===== src/hdl/waet_pkg.sv =====
// Shared types and constants for the weighted attribute entropy term block.
package waet_pkg;

    localparam int CNT_W = 17;
    localparam int ENT_W = 18;
    localparam int LOG_W = 37;
    localparam int PROD_W = 64;

    typedef struct packed {
        logic signed [7:0] attribute;
        logic signed [7:0] class_label;
        logic              last;
    } in_word_t;

    typedef struct packed {
        logic signed [ENT_W-1:0] entropy_value;
        logic [CNT_W-1:0]        positive_count;
        logic [CNT_W-1:0]        negative_count;
        logic [CNT_W-1:0]        sample_count;
    } out_word_t;

    typedef struct packed {
        logic [24:0] pos;
        logic [24:0] neg;
        logic [24:0] seen;
        logic        weighted;
    } set_word_t;

    typedef enum logic [0:0] {
        REG_TARGET = 1'b0,
        REG_MODE   = 1'b1
    } reg_index_t;

    typedef enum logic [3:0] {
        ST_IDLE,
        ST_LOG_SETUP,
        ST_LOG_ITER,
        ST_LOG_MUL,
        ST_SUB,
        ST_DIV,
        ST_WMUL,
        ST_WDIV,
        ST_ROUND,
        ST_OUT
    } back_state_t;

endpackage


===== src/hdl/waet_front.sv =====
// Front part: matches and counts samples, closes a set on the last word.
module waet_front #(
    parameter int MAX_SAMPLES = 65536
) (
    input  logic                clk,
    input  logic                rst_n,
    input  waet_pkg::in_word_t  in_word,
    input  logic                in_valid,
    output logic                in_ready,
    input  logic [7:0]          target_value,
    input  logic                weighted_mode,
    output waet_pkg::set_word_t set_word,
    output logic                set_valid,
    input  logic                set_ready
);
    import waet_pkg::*;

    logic [24:0] seen_reg, pos_reg, neg_reg;
    logic [24:0] seen_next, pos_next, neg_next;
    logic        take;
    logic        match;

    assign in_ready = set_ready || !in_word.last;
    assign take     = in_valid && in_ready;
    assign match    = !weighted_mode || (in_word.attribute == target_value);

    always_comb
    begin
        seen_next = seen_reg;
        pos_next  = pos_reg;
        neg_next  = neg_reg;
        if (seen_reg < 25'(MAX_SAMPLES))
        begin
            seen_next = seen_reg + 25'd1;
            if (match)
            begin
                if (in_word.class_label == 8'sd1)
                    pos_next = pos_reg + 25'd1;
                else
                    neg_next = neg_reg + 25'd1;
            end
        end
    end

    assign set_valid         = in_valid && in_word.last;
    assign set_word.pos      = pos_next;
    assign set_word.neg      = neg_next;
    assign set_word.seen     = seen_next;
    assign set_word.weighted = weighted_mode;

    always_ff @(posedge clk or negedge rst_n)
    begin
        if (!rst_n)
        begin
            seen_reg <= '0;
            pos_reg  <= '0;
            neg_reg  <= '0;
        end
        else if (take)
        begin
            if (in_word.last)
            begin
                seen_reg <= '0;
                pos_reg  <= '0;
                neg_reg  <= '0;
            end
            else
            begin
                seen_reg <= seen_next;
                pos_reg  <= pos_next;
                neg_reg  <= neg_next;
            end
        end
    end

endmodule


===== config.mk =====
export PLATFORM = sky130hd
export DESIGN_NAME = waet_front
export DESIGN_NICKNAME = d
export VERILOG_FILES = /design/src/hdl/waet_pkg.sv /design/src/hdl/waet_front.sv
export SDC_FILE = /design/constraint.sdc
export NUM_CORES = 1
export LEC_CHECK = 0
export BUFFER_PORTS_ARGS = -buffer_cell sky130_fd_sc_hd__buf_2
export CELL_PAD_IN_SITES_DETAIL_PLACEMENT = 0
export CELL_PAD_IN_SITES_GLOBAL_PLACEMENT = 1
export CORE_UTILIZATION = 37
export DETAILED_ROUTE_END_ITERATION = 8
export GPL_ROUTABILITY_DRIVEN = 0
export PLACE_DENSITY = 0.74
export SLEW_MARGIN = 30
export SYNTH_ARGS = -nofsm -noshare
export SYNTH_HDL_FRONTEND = slang
export SYNTH_SLANG_ARGS = --single-unit

===== constraint.sdc =====
create_clock -name clk -period 2.51 [get_ports clk]
set_input_delay 0.502 -clock clk [delete_from_list [all_inputs] [get_ports clk]]
set_output_delay 0.502 -clock clk [all_outputs]
set_load 0.005 [all_outputs]

==> flow_summary.toml <==
[grt]
use_met2_pct = 38.43
grt_use_met3_pct = 4.670
grt-ovfl-total = 0
grtUsageTotal_pct = 23.01
top_usage_layer = "met2"
grt_start_max_net_pins = 51
antenna_found_initial = 0
grt_use_met1_pct = 29.94
grt_pass1_vias = 5288
grt_pass1_wl_um = 26170

[synth]
syn-instance-count = 620
synthArstFlopShare_pct = 100.0
ys_seq_elements = 75
synth_area_leaders = "dfrtp_1 (36%), xnor2_1 (8.1%), nand2_1 (5.0%), xor2_1 (3.5%), o21ai_0 (3.4%)"
synth_top_cell_by_area = "dfrtp_1"
synth_fp_nets = 653
synth-seq-area-share_pct = 36.01
syn-cell-area_um2 = 5212
yosysTopAreaCellShare_pct = 36.01
synth_edf_count = 0
ys_types = 56
synth.avg_cell_area_um2 = 8.407
synth_flop_cell = "dfrtp_1"
yosysWarnings = 0

[final_layout]
drive_above_1_share_pct = 45.56
design_area_um2 = 8199
nets = 862
diodes = 0
area_delta_synth_final_pct = 57.30

[cts]
cts_tree = "built"
cts_hold_buffers = 0
htree_levels = 3
clock-root-buffer = "clkbuf_16"
cts_buffers = 9
cts.clk_slew.worst_paths_ns = 0.06
clock_sinks = 75
cts_buffer_depth = 2
insertion_delay_ns = 0.35

[floorplanning]
rows = 43
die_h_um = 120.7
initial_core_util_pct = 37.70
fp.dieArea_um2 = 14570
pin_count = 108
die_w_um = 120.7
core_area_um2 = 13830

[worst_setup_path]
rrSetupSlack_ns = 0.09
path_buf_inv = 1
path_cells = "nor4_4, nand3_4, or4_4, or3_4, xnor2_1, buf_2"
crit_fanout = 3
crit_type = "reg -> out"
cp-start-kind = "register"
worst_setup_path_end_kind = "output pin"
worst_path_max_delay_cell = "or4_4"
critPathTopFamily = "simple AND/OR/NAND/NOR gates"
max_stage_delay_ns = 0.53
crit_required_ns = 2.01
r2r-start = "seen_reg[20]$_DFFE_PN0P_"
startpoint = "seen_reg[20]$_DFFE_PN0P_"
cp.arrival_ns = 2.47

[timing]
worst_pin_slew_ns = 0.6189
fmax_mhz = 335.9
setup_ws_ns = -0.4667
setup_tns_ns = -16.65
max-slew-margin-rel_pct = 58.74
period_needed_ns = 2.977
rsz0062_at_grt = "yes"
slew_viol_final = 0
skew_ns = 0.007864
period_share_pct = 118.6
setup_viol = 66
hold_viol_final = 0

[pwr]
combPwrFrac_pct = 22.1
peakVddDrop_mv = 0.3647
p_clk_share_pct = 38.3
intPower_w = 0.002466
p_leak_nw = 3.995
total_power_w = 0.003558
p_switching_w = 0.001093
seqPwrFrac_pct = 39.5
swShare_pct = 30.70
power_density_nw_per_um2 = 434.0

[route]
drt-total-wl_um = 17490
via_count = 5615
wl_per_cell_um = 17.25
antenna_left = 0
via_per_inst = 5.537
drc_errors = 0
drt-pass1-iter-count = 6
drt_iter0_markers = 338

[run_status]
failed_checks = "negative setup slack"
status = "finished, violations left"

[placed_design]
place_area_um2 = 6606
portBuffers = 107
dp_hpwl_um = 11100
pre_cts_ws_ns = -0.3759

[run]
maxCapViolations = 0

[worst_hold_path]
min_path_type = "in -> async"
[path summary, 6_finish.rpt]
check / end / depth (start not counted)
max in group asynchronous: seen_reg[5]$_DFFE_PN0P_ / 2
min: neg_reg[13]$_DFFE_PN0P_ / 2
min in group clk: seen_reg[21]$_DFFE_PN0P_ / 1
min reg2reg: seen_reg[21]$_DFFE_PN0P_ / 1
max: set_word[75] / 6
max reg2reg: pos_reg[10]$_DFFE_PN0P_ / 10
[synth_stat cells, drive strengths merged (16+ instances only)]
master / count
a21oi: 17
and2: 21
and3: 17
clkbuf: 43
dfrtp: 75
inv: 17
nand2: 70
nand3: 32
nand4: 23
nor2: 21
nor3: 27
nor4: 16
o21ai: 35
xnor2: 48
xor2: 21
[logic make-up after synthesis]
logic type | after synthesis | share of synthesized area (%)
AOI/OAI and AO/OA | 110 | 14.02
xor gates and xnor gates | 69 | 11.59
adders and majority gates | 3 | 0.7202
buffers and inverters | 67 | 5.065
DFF | 75 | 36.01
muxes | 14 | 2.712
and+or+nand+nor | 282 | 29.88
[per-layer routing]
layer	part of all wire, %	vias to the layer above
li1	-	2652
met1	44	2759
met2	49	173
met3	4.9	31
met4	1.9	0
met5	0	-
[layout by cell type, fill, tap and decap left out, types with 5 or more instances in the layout]
| cell | instances |
|---|---|
| nor3b_1 | 9 |
| buf_12 | 5 |
| nand4_1 | 23 |
| or3_1 | 12 |
| nand3_4 | 13 |
| a221o_1 | 9 |
| inv_1 | 17 |
| xor2_1 | 15 |
| a21oi_1 | 16 |
| xor2_2 | 6 |
| nand2_4 | 7 |
| dfrtp_1 | 73 |
| nand3_1 | 17 |
| and3_4 | 5 |
| nor2_1 | 15 |
| nor3_4 | 10 |
| and2_1 | 20 |
| xnor2_1 | 22 |
| a31oi_1 | 11 |
| nor2b_1 | 13 |
| buf_6 | 20 |
| o21ai_0 | 33 |
| a22o_1 | 5 |
| nand2_1 | 57 |
| and3_1 | 12 |
| nor3_1 | 14 |
| xnor2_2 | 25 |
| clkbuf_16 | 10 |
| nor4_4 | 9 |
| o31ai_1 | 5 |
| buf_2 | 106 |
| mux2i_1 | 13 |
| buf_4 | 114 |
| nand2_2 | 5 |
[worst reg2reg max path, cell delays in order, from the launching register on]
cell and delay, ns:
dfrtp_1 0.41, nor4_4 0.41, nand3_4 0.17, buf_12 0.19
nor4_4 0.15, buf_4 0.20, nand4_1 0.14, buf_4 0.16
buf_4 0.12, or3_1 0.33, o21ai_0 0.07
[power by group through the flow]
stage	clock network [W]	logic (W)	registers, W
floorplan	0	0.000363	0.00139
global placement	0	0.000654	0.00141
detailed placement	0	0.000671	0.00142
CTS	0.00138	0.000690	0.00140
global route	0.00144	0.000856	0.00142
finish	0.00136	0.000788	0.00141
[area by class of cell]
cell class                 instances  area, µm²
clock buffer                      10      239.0
timing repair buffer             247       1752
sequential                        75       1879
inverter                          17      63.81
tap                              180      225.2
fill                            1191       5628
multi-input combinational        479       3975
clock inverter                     6      65.06
[through the flow]
stage,hold WS (ns),std cells,util (%)
final,0.1945,1014,59.30
after floorplan,0.2064,620,-
after CTS,0.2074,982,52.00
after global placement,0.4893,959,47.78
after detailed placement,0.4962,959,47.78
after global routing,0.2329,1014,59.30
[repair_timing]
action / 4_1_cts / 5_1_grt
setup buffers: 7 / 32
gates cloned: 0 / 2
endpoints found under the setup margin: 64 / 68
endpoints found under the hold margin: 0 / 0
resized for setup: 39 / 136
pin swaps: 12 / 72
No activity file was read; power rests on OpenSTA's default activity.
