[src/hdl/waet_pkg.sv]
// Shared types and constants for the weighted attribute entropy term block.
package waet_pkg;

    localparam int CNT_W = 17;
    localparam int ENT_W = 18;
    localparam int LOG_W = 37;
    localparam int PROD_W = 64;

    typedef struct packed {
        logic signed [7:0] attribute;
        logic signed [7:0] class_label;
        logic              last;
    } in_word_t;

    typedef struct packed {
        logic signed [ENT_W-1:0] entropy_value;
        logic [CNT_W-1:0]        positive_count;
        logic [CNT_W-1:0]        negative_count;
        logic [CNT_W-1:0]        sample_count;
    } out_word_t;

    typedef struct packed {
        logic [24:0] pos;
        logic [24:0] neg;
        logic [24:0] seen;
        logic        weighted;
    } set_word_t;

    typedef enum logic [0:0] {
        REG_TARGET = 1'b0,
        REG_MODE   = 1'b1
    } reg_index_t;

    typedef enum logic [3:0] {
        ST_IDLE,
        ST_LOG_SETUP,
        ST_LOG_ITER,
        ST_LOG_MUL,
        ST_SUB,
        ST_DIV,
        ST_WMUL,
        ST_WDIV,
        ST_ROUND,
        ST_OUT
    } back_state_t;

endpackage

[src/hdl/waet_queue.sv]
// Two-entry queue of closed sets between the front and back parts.
module waet_queue (
    input  logic                clk,
    input  logic                rst_n,
    input  waet_pkg::set_word_t wr_word,
    input  logic                wr_valid,
    output logic                wr_ready,
    output waet_pkg::set_word_t rd_word,
    output logic                rd_valid,
    input  logic                rd_ready
);
    import waet_pkg::*;

    set_word_t   mem_reg [2];
    logic        wr_ptr_reg, rd_ptr_reg;
    logic [1:0]  fill_reg;

    assign wr_ready = fill_reg != 2'd2;
    assign rd_valid = fill_reg != 2'd0;
    assign rd_word  = mem_reg[rd_ptr_reg];

    always_ff @(posedge clk)
    begin
        if (wr_valid && wr_ready)
            mem_reg[wr_ptr_reg] <= wr_word;
    end

    always_ff @(posedge clk or negedge rst_n)
    begin
        if (!rst_n)
        begin
            wr_ptr_reg <= 1'b0;
            rd_ptr_reg <= 1'b0;
            fill_reg   <= '0;
        end
        else
        begin
            if (wr_valid && wr_ready)
                wr_ptr_reg <= !wr_ptr_reg;
            if (rd_valid && rd_ready)
                rd_ptr_reg <= !rd_ptr_reg;
            fill_reg <= fill_reg + 2'(wr_valid && wr_ready) - 2'(rd_valid && rd_ready);
        end
    end

endmodule

[config.mk]
export PLATFORM = sky130hd
export DESIGN_NAME = waet_queue
export DESIGN_NICKNAME = d
export VERILOG_FILES = /design/src/hdl/waet_pkg.sv /design/src/hdl/waet_queue.sv
export SDC_FILE = /design/constraint.sdc
export NUM_CORES = 1
export LEC_CHECK = 0
export ABC_AREA = 1
export BUFFER_PORTS_ARGS = -buffer_cell sky130_fd_sc_hd__buf_2
export CORE_ASPECT_RATIO = 1.75
export CORE_MARGIN = 10
export CORE_UTILIZATION = 56
export DETAILED_ROUTE_END_ITERATION = 8
export PLACE_DENSITY = 0.84
export SLEW_MARGIN = 20
export SYNTH_ARGS = -nofsm -noshare
export SYNTH_HDL_FRONTEND = slang
export SYNTH_SLANG_ARGS = --single-unit
[constraint.sdc]
create_clock -name clk -period 14.2 [get_ports clk]
set_clock_uncertainty 0.2 [all_clocks]
set_input_delay 0.71 -clock clk [delete_from_list [all_inputs] [get_ports clk]]
set_output_delay 0.71 -clock clk [all_outputs]
set_load 0.01 [all_outputs]
==> results of run 1 <==
routing by layer:
layer	global-route usage (%)	vias up	wire, um
li1	-	1770	-
met1	16.1	1722	4240
met2	28.3	145	6770
met3	6.69	20	817
met4	8.19	2	265
met5	0	-	7
critical path: stages, from the launching register on:
cell,delay (ns)
dfrtp_2,0.38
buf_4,0.63
nand2_1,0.13
nand2_1,0.12
buf_2,0.14
where the power goes:
group | switching, W | internal (W)
clock | 0.000170 | 0.000313
combinational | 0.000324 | 0.000150
sequential | 0.0000270 | 0.000630
layout make-up:
| cell class | count | area [um^2] |
|---|---|---|
| Sequential cell | 156 | 4670 |
| Fill cell | 695 | 2890 |
| Multi-Input combinational cell | 248 | 965 |
| Timing Repair Buffer | 161 | 818 |
| Clock buffer | 18 | 429 |
| Clock inverter | 14 | 215 |
| Tap cell | 127 | 159 |
| Inverter | 8 | 32.5 |
| Antenna cell | 2 | 5.00 |
placed cells by master (no fill, tap or decap):
cell type      netlist  final
clkbuf_16            0     17
clkinv_2             0      2
inv_1                7      7
nand2_1            237    237
buf_4                3      3
dlygate4sd3_1        0      1
diode_2              0      2
edfxtp_1           152    152
dfrtp_1              4      3
inv_6                0      2
clkinvlp_4           0      3
nor2_4               0      2
ha_1                 1      1
bufinv_16            0      5
nor2_1               5      3
clkbuf_1             0      1
a21oi_1              1      1
o21ai_0              1      1
nand3_1              2      2
xor2_1               1      1
dfrtp_2              0      1
clkinv_1             0      1
buf_2                9    157
inv_4                1      1
inv_8                0      1
per-stage QoR:
step                      total power (W)  instances
after floorplan                  0.000969        429
after global placement            0.00113        699
after detailed placement          0.00115        699
after CTS                         0.00163        732
after global routing              0.00171        733
final                             0.00161        734
how the worst max path moves through the flow:
stage	from	slack, ns	to
finish	rd_ptr_reg	11.46	rd_word[37]
global route	rd_ptr_reg	11.32	rd_word[2]
CTS	rd_ptr_reg	11.43	rd_word[24]
detailed placement	wr_valid	11.42	mem_reg[1][23]
global placement	wr_valid	11.51	mem_reg[1][30]
floorplan	wr_valid	9.48	mem_reg[1][0]
cell families after synthesis:
| family | synth area share (%) |
|---|---|
| simple gates | 15.9 |
| flops | 80.8 |
| buf+inv | 2.71 |
| compound gates | 0.173 |
| xor+xnor | 0.152 |
| fa+ha+maj | 0.217 |
==> impl_metrics.csv, run 1 <==
group,metric,value,unit
status,status,"completed",
logic_synthesis,synth_top_area_share,79.1,%
clock_tree,clk_path_buf_depth,2,
hold_path,hp-class,"in -> reg",
setup_path,timing.rr.end,"mem_reg[1][31]",
global_route,grt_max_degree,78,
logic_synthesis,synthDistinctLibCells,14,
sta,tightest_slew,0.984,ns
sta,setup_viol,0,
cells_and_area,largest_register_ffs,152,
logic_synthesis,syn_avg_cell_area,13.5,um^2
sta,worst_slack,11.46,ns
setup_path,regToRegSetupSlack,11.63,ns
logic_synthesis,ys_ff_latch,156,
clock_tree,root_buffer,"clkbuf_16",
cells_and_area,nNetsFinal,673,
global_route,antenna_found_initial,2,
pwr,powerDensity,221,nW/um^2
logic_synthesis,ys.warnings.count,0,
floorplan,core_area,10200,um^2
placement,dpl.hpwl,7950,um
logic_synthesis,synth_common_cells,"nand2_1 (237), edfxtp_1 (152), buf_2 (9)",
clock_tree,cts_resized,0,
setup_path,path_class,"reg -> out",
hold_path,min_from,"wr_word[62]",
sta,whs,0.288,ns
clock_tree,htreeDepth,4,
setup_path,cp-end-kind,"primary output",
setup_path,startpoint_type,"register",
sta,slew_violations,0,
flow_run,maxCapViolations,0,
sta,rsz0062_at_grt,"false",
floorplan,initial_core_util,56.7,%
pwr,leakage,3.18,nW
sta,timing.slew.headroom,34.4,%
logic_synthesis,syn-instance-count,429,
clock_tree,clkTransAtPathRegs,0.06,ns
logic_synthesis,async_flop_share,2.56,%
logic_synthesis,synth_edf_count,152,
global_route,grt_pass1_vias,3776,
hold_path,min_to,"mem_reg[0][62]",
cells_and_area,final_cell_area,7290,um^2
placement,placed_area,6630,um^2
floorplan,dieArea,14900,um^2
drt,wl,12100,um
setup_path,worstReg2RegStart,"fill_reg[0]",
clock_tree,numCtsBuffers,17,
drt,vias_per_cell,4.99,
drt,wl_per_cell,16.5,um
pwr,irDropWorstVdd,0.000182,V
global_route,track_usage,16.2,%
logic_synthesis,synth_most_common_cell,"nand2_1",
logic_synthesis,yosysSeqAreaShare,80.8,%
setup_path,arrival,1.83,ns
clock_tree,clock_sinks,156,
hold_path,hold_depth,1,
floorplan,die_h,154,um
sta,min_period,2.74,ns
cells_and_area,area_growth,26.3,%
logic_synthesis,synth_area_leaders,"edfxtp_1 (79%), nand2_1 (15%), dfrtp_1 (1.7%), buf_6 (0.98%), buf_2 (0.78%)",
setup_path,cp_max_fo,76,
drt,dr.first_iter.drc_count,219,
sta,period_share,19.3,%
setup_path,required,13.29,ns
logic_synthesis,synth_area,5770,um^2
logic_synthesis,synth_largest_area_cell,"edfxtp_1",
floorplan,placementRows,49,
global_route,grt_pass1_wl,19000,um
logic_synthesis,synth.net_count,510,
drt,drt_first_pass_iters,4,
floorplan,io_pins,158,
clock_tree,clkLatencyLatePin,0.41,ns
clock_tree,postCtsSetupBuffers,0,
sta,setup_tns,0,ns
sta,finalHoldViolCount,0,
setup_path,r2r_cells,5,
cells_and_area,drive_above_1_share,32.1,%
sta,max_freq,0.365,GHz
floorplan,die_x,96.7,um
clock_tree,cts_hold_buffers,1,
drt,drtAntennaViolNets,0,
global_route,grt-ovfl-total,0,
placement,port_buffers,157,
drt,drc,0,
logic_synthesis,synth_ff_type,"edfxtp_1",
drt,vias,3659,
placement,dp_slack,11.42,ns
cells_and_area,post-route-util,71.6,%
placement,gp_congestion,0.740,
clock_tree,cts_tree,"yes",
(Power assumes the default switching activity.)
==> inputs of run 2 (changes only) <==
- CORE_UTILIZATION: 56 -> 52
- PLACE_DENSITY: 0.84 -> 0.78
- clock period: 14.2 -> 2.8 ns (I/O delays scaled with it)
==> impl_metrics.csv, run 2 (same netlist as run 1, synthesis figures left out) <==
group,metric,value,unit
status,status,"completed",
cells_and_area,area_growth,39.7,%
floorplan,placementRows,50,
cells_and_area,largest_register_ffs,152,
drt,wl_per_cell,17.1,um
drt,drc,0,
drt,dr.first_iter.drc_count,196,
cells_and_area,final_common_cell,"nand2_1",
clock_tree,clock_sinks,156,
clock_tree,htreeDepth,4,
global_route,grt_pass1_vias,4296,
cells_and_area,drive_above_1_share,28.1,%
cells_and_area,multiInputGateArea,965,um^2
sta,rsz0062_at_grt,"false",
floorplan,initial_core_util,53.6,%
sta,period_share,79.7,%
setup_path,cp-end-kind,"primary output",
setup_path,cp_max_fo,76,
sta,min_period,2.23,ns
floorplan,die_x,99.6,um
clock_tree,clk_path_buf_depth,2,
clock_tree,clkTransAtPathRegs,0.06,ns
setup_path,arrival,1.89,ns
placement,gp_congestion,0.745,
pwr,p_comb_share,31.8,%
global_route,grt_max_degree,78,
floorplan,dieArea,15900,um^2
pwr,leakage,3.49,nW
clock_tree,numCtsBuffers,17,
drt,vias,4030,
global_route,grt-ovfl-total,0,
sta,setup_viol,0,
cells_and_area,nNetsFinal,754,
pwr,switching_power,0.00271,W
cells_and_area,fill_cells,655,
sta,tightest_slew,0.783,ns
pwr,irDropWorstVdd,0.000626,V
clock_tree,cts_tree,"yes",
placement,dp_slack,0.840,ns
drt,drtAntennaViolNets,0,
clock_tree,postCtsSetupBuffers,0,
clock_tree,cts_hold_buffers,80,
placement,placedCellCount,704,
clock_tree,root_buffer,"clkbuf_16",
sta,finalHoldViolCount,0,
global_route,track_usage,17.6,%
placement,port_buffers,157,
pwr,p_int,0.00544,W
sta,slew_violations,0,
cells_and_area,layout.cells.non_filler,821,
sta,timing.slew.headroom,47.8,%
setup_path,regToRegSetupSlack,0.85,ns
hold_path,hp-class,"in -> reg",
drt,drt_first_pass_iters,4,
drt,vias_per_cell,4.91,
pwr,powerDensity,1010,nW/um^2
sta,worst_slack,0.569,ns
cells_and_area,most-common-layout-cells,"nand2_1 (237), buf_2 (157), edfxtp_1 (152), dlygate4sd3_1 (80), clkbuf_16 (17)",
floorplan,core_area,10800,um^2
pwr,clkPwrFrac,27.3,%
setup_path,path_class,"reg -> out",
clock_tree,clkLatencyLatePin,0.41,ns
floorplan,io_pins,158,
pwr,swShare,33.2,%
flow_run,maxCapViolations,0,
global_route,grt_pass1_wl,21800,um
global_route,antenna_found_initial,4,
cells_and_area,seq_area,4670,um^2
drt,wl,14100,um
floorplan,die_h,159,um
pwr,seqPwrFrac,40.9,%
clock_tree,cts_resized,0,
placement,dpl.hpwl,8650,um
sta,max_freq,0.448,GHz
setup_path,required,2.46,ns
setup_path,startpoint_type,"register",
## run 2: cell types whose count changed in the layout (fill, tap and decap cells not counted), sizes merged, moves of 3 or more
cell,delta
dlygate4sd3,+79
clkbuf,+3
clkinv,+3
diode,+3
inv,-3
## run 2: power groups by stage
stage,clock network (W),registers (W),logic [W]
6_report,0.00223,0.00333,0.00259
3_5_place_dp,0,0.00337,0.00252
4_1_cts,0.00227,0.00333,0.00262
2_1_floorplan,0,0.00336,0.00153
3_3_place_gp,0,0.00335,0.00244
5_1_grt,0.00237,0.00337,0.00288
## run 2: per-layer routing
metal / share of wire [%] / track usage [%]
met2: 57 / 32.3
met1: 33 / 16.1
met3: 6.0 / 6.60
met4: 3.6 / 8.84
met5: 0 / 0
## run 2: stage by stage
| stage | hold WS, ns | TNS, ns | area [um^2] | total power, W | util (%) |
|---|---|---|---|---|---|
| after CTS | 0.227 | 0 | 8050 | 0.00822 | 74.8 |
| final | 0.251 | 0 | 8060 | 0.00815 | 74.9 |
| after detailed placement | -0.249 | 0 | 6660 | 0.00589 | 61.9 |
| after floorplan | -0.356 | -79.82 | 5780 | 0.00489 | - |
| after global routing | 0.242 | 0 | 8060 | 0.00862 | 74.9 |
| after global placement | -0.247 | 0 | 6660 | 0.00578 | 61.9 |
## run 2: path summary, 6_finish.rpt
path	from	to	cells past startpoint
max	rd_ptr_reg	rd_word[53]	4
min	wr_word[25]	mem_reg[0][25]	2
max reg2reg	fill_reg[0]	mem_reg[1][17]	5
min reg2reg	fill_reg[0]	fill_reg[0]	1
max in group asynchronous	rst_n	rd_ptr_reg	3
min in group asynchronous	rst_n	wr_ptr_reg	3
## run 2: final cells by class
type	instances	area share, %
diodes	5	0.155
clock buffers	21	5.46
clock inverters	11	1.80
inverters	8	0.404
multi-input cells	248	12.0
flip-flops and latches	156	57.9
well taps	130	2.02
repair buffers	242	20.3
## run 2: critical path: stages (launching register included)
cell and delay, ns:
dfrtp_2 0.38, buf_4 0.62, nand2_1 0.17, nand2_1 0.14, buf_2 0.14
==> inputs of run 3 (changes only) <==
- clock period: 2.8 -> 2.1 ns (I/O delays scaled with it)
==> impl_metrics.csv, run 3 (same netlist as run 1, synthesis figures left out) <==
group,metric,value,unit
placement,dp_slack,0.342,ns
cells_and_area,drive_above_1_share,29.0,%
global_route,antenna_found_initial,1,
hold_path,min_to,"mem_reg[1][19]",
setup_path,r2r_cells,9,
placement,dpl.hpwl,8990,um
global_route,grt_pass1_wl,22300,um
clock_tree,numCtsBuffers,17,
cells_and_area,fill_cells,666,
global_route,grt_pass1_vias,4388,
placement,placed_area,6730,um^2
clock_tree,clkTransAtPathRegs,0.06,ns
setup_path,timing.rr.end,"fill_reg[1]",
sta,worst_slack,0.184,ns
sta,min_period,1.92,ns
global_route,grt-ovfl-total,0,
pwr,powerDensity,1330,nW/um^2
hold_path,hold_depth,2,
drt,route.met2.wl,8090,um
setup_path,cp_max_fo,36,
drt,drc,0,
pwr,p_int,0.00711,W
drt,met3_length,911,um
floorplan,initial_core_util,53.6,%
clock_tree,cts_tree,"yes",
floorplan,placementRows,50,
setup_path,arrival,1.61,ns
cells_and_area,nNetsFinal,757,
setup_path,slowest_delay,0.43,ns
sta,rsz0062_at_grt,"false",
clock_tree,root_buffer,"clkbuf_16",
pwr,switching_power,0.00363,W
sta,setup_viol,0,
drt,drtAntennaViolNets,0,
global_route,track_usage,17.8,%
drt,wl,14000,um
floorplan,core_area,10800,um^2
setup_path,cp-end-kind,"primary output",
sta,timing.slew.headroom,70.8,%
setup_path,path_class,"reg -> out",
cells_and_area,final_cell_area,8080,um^2
status,status,"completed",
placement,gp_congestion,0.806,
pwr,swShare,33.8,%
cells_and_area,layout.cells.non_filler,820,
placement,port_buffers,157,
drt,drt_first_pass_iters,4,
clock_tree,htreeDepth,4,
clock_tree,clk_path_buf_depth,2,
setup_path,required,1.79,ns
sta,max_freq,0.522,GHz
setup_path,startpoint_type,"register",
floorplan,io_pins,158,
cells_and_area,area_growth,40.0,%
cells_and_area,most-common-layout-cells,"nand2_1 (235), buf_2 (157), edfxtp_1 (152), dlygate4sd3_1 (80), clkbuf_16 (17)",
setup_path,worstReg2RegStart,"fill_reg[0]",
clock_tree,clock_sinks,156,
pwr,leakage,3.51,nW
floorplan,die_h,159,um
global_route,grt_max_degree,58,
pwr,seqPwrFrac,41.4,%
floorplan,dieArea,15900,um^2
drt,wl_per_cell,17.0,um
setup_path,critical_path_buf_inv_count,3,
pwr,power,0.0107,W
pwr,clkPwrFrac,25.2,%
drt,dr.first_iter.drc_count,213,
drt,dr.max_layer_used,"met4",
sta,finalHoldViolCount,0,
setup_path,regToRegSetupSlack,0.28,ns
sta,period_share,91.2,%
hold_path,min_from,"wr_word[19]",
drt,vias,4000,
pwr,p_comb_share,33.3,%
sta,slew_violations,0,
cells_and_area,largest_register_ffs,152,
setup_path,cp_common_cell,"nand2_1",
setup_path,crit_path_top_delay_cell,"dfrtp_2",
pwr,irDropWorstVdd,0.00112,V
clock_tree,clkLatencyLatePin,0.40,ns
hold_path,hp-class,"in -> reg",
drt,vias_per_cell,4.88,
placement,placedCellCount,707,
sta,whs,0.222,ns
flow_run,maxCapViolations,0,
drt,drt-met1-wl,4680,um
setup_path,crit_start,"rd_ptr_reg",
sta,tightest_slew,0.439,ns
cells_and_area,final_common_cell,"nand2_1",
setup_path,crit_family,"buffers and inverters",
floorplan,die_x,99.6,um
setup_path,cp_cell_sequence,"inv_4 > buf_12 > nand2_1 > nand2_1 > buf_2",
run 3: cell types whose count changed in the layout (fill, tap and decap cells not counted), moves of 2 or more:
cell	previous run	this run
buf_6	0	2
buf_12	1	4
diode_2	5	1
clkinv_2	2	7
nand2_1	237	235
clkbuf_1	4	2
bufinv_16	3	1
buf_4	4	2
run 3: how the worst max path moves through the flow:
stage / slack, ns / cells after the start / endpoint
finish: 0.18 / 5 / rd_word[75]
floorplan: -0.30 / 4 / mem_reg[1][0]
global route: 0.05 / 5 / rd_word[75]
detailed placement: 0.34 / 9 / fill_reg[1]
CTS: 0.06 / 4 / rd_word[62]
global placement: 0.53 / 4 / rd_word[38]
run 3: per-layer routing:
metal	vias to the layer above	track usage, %
met5	-	0
met4	0	6.81
met3	27	6.64
met2	143	33.7
met1	1893	16.2
li1	1937	-
run 3: per-stage QoR:
step	utilization [%]	TNS (ns)
6_report	75.1	0
3_3_place_gp	62.6	0
2_1_floorplan	-	-43.08
3_5_place_dp	62.6	0
5_1_grt	75.1	0
4_1_cts	75.0	0
run 3: what timing repair did:
| action | 4_1_cts | 5_1_grt |
|---|---|---|
| endpoints found under the setup margin | 0 | 32 |
| setup buffers | 0 | 0 |
| hold buffers | 80 | 0 |
| hold endpoints to repair | 160 | 0 |
| gates resized for setup | 0 | 2 |
run 3: power groups by stage:
stage	registers (W)	logic [W]	clock network, W
floorplan	0.00446	0.00206	0
global placement	0.00446	0.00339	0
detailed placement	0.00450	0.00346	0
CTS	0.00444	0.00359	0.00275
global route	0.00451	0.00399	0.00289
finish	0.00445	0.00358	0.00271
run 3: area by class of cell:
class	count	area [um^2]	share of cell area [%]
clock buffer	19	433	5.36
timing repair buffer	245	1700	21.1
tap	130	163	2.01
sequential	156	4670	57.8
clock inverter	13	103	1.27
inverter	8	32.5	0.403
multi-input combinational	248	975	12.1
antenna	1	2.50	0.0310
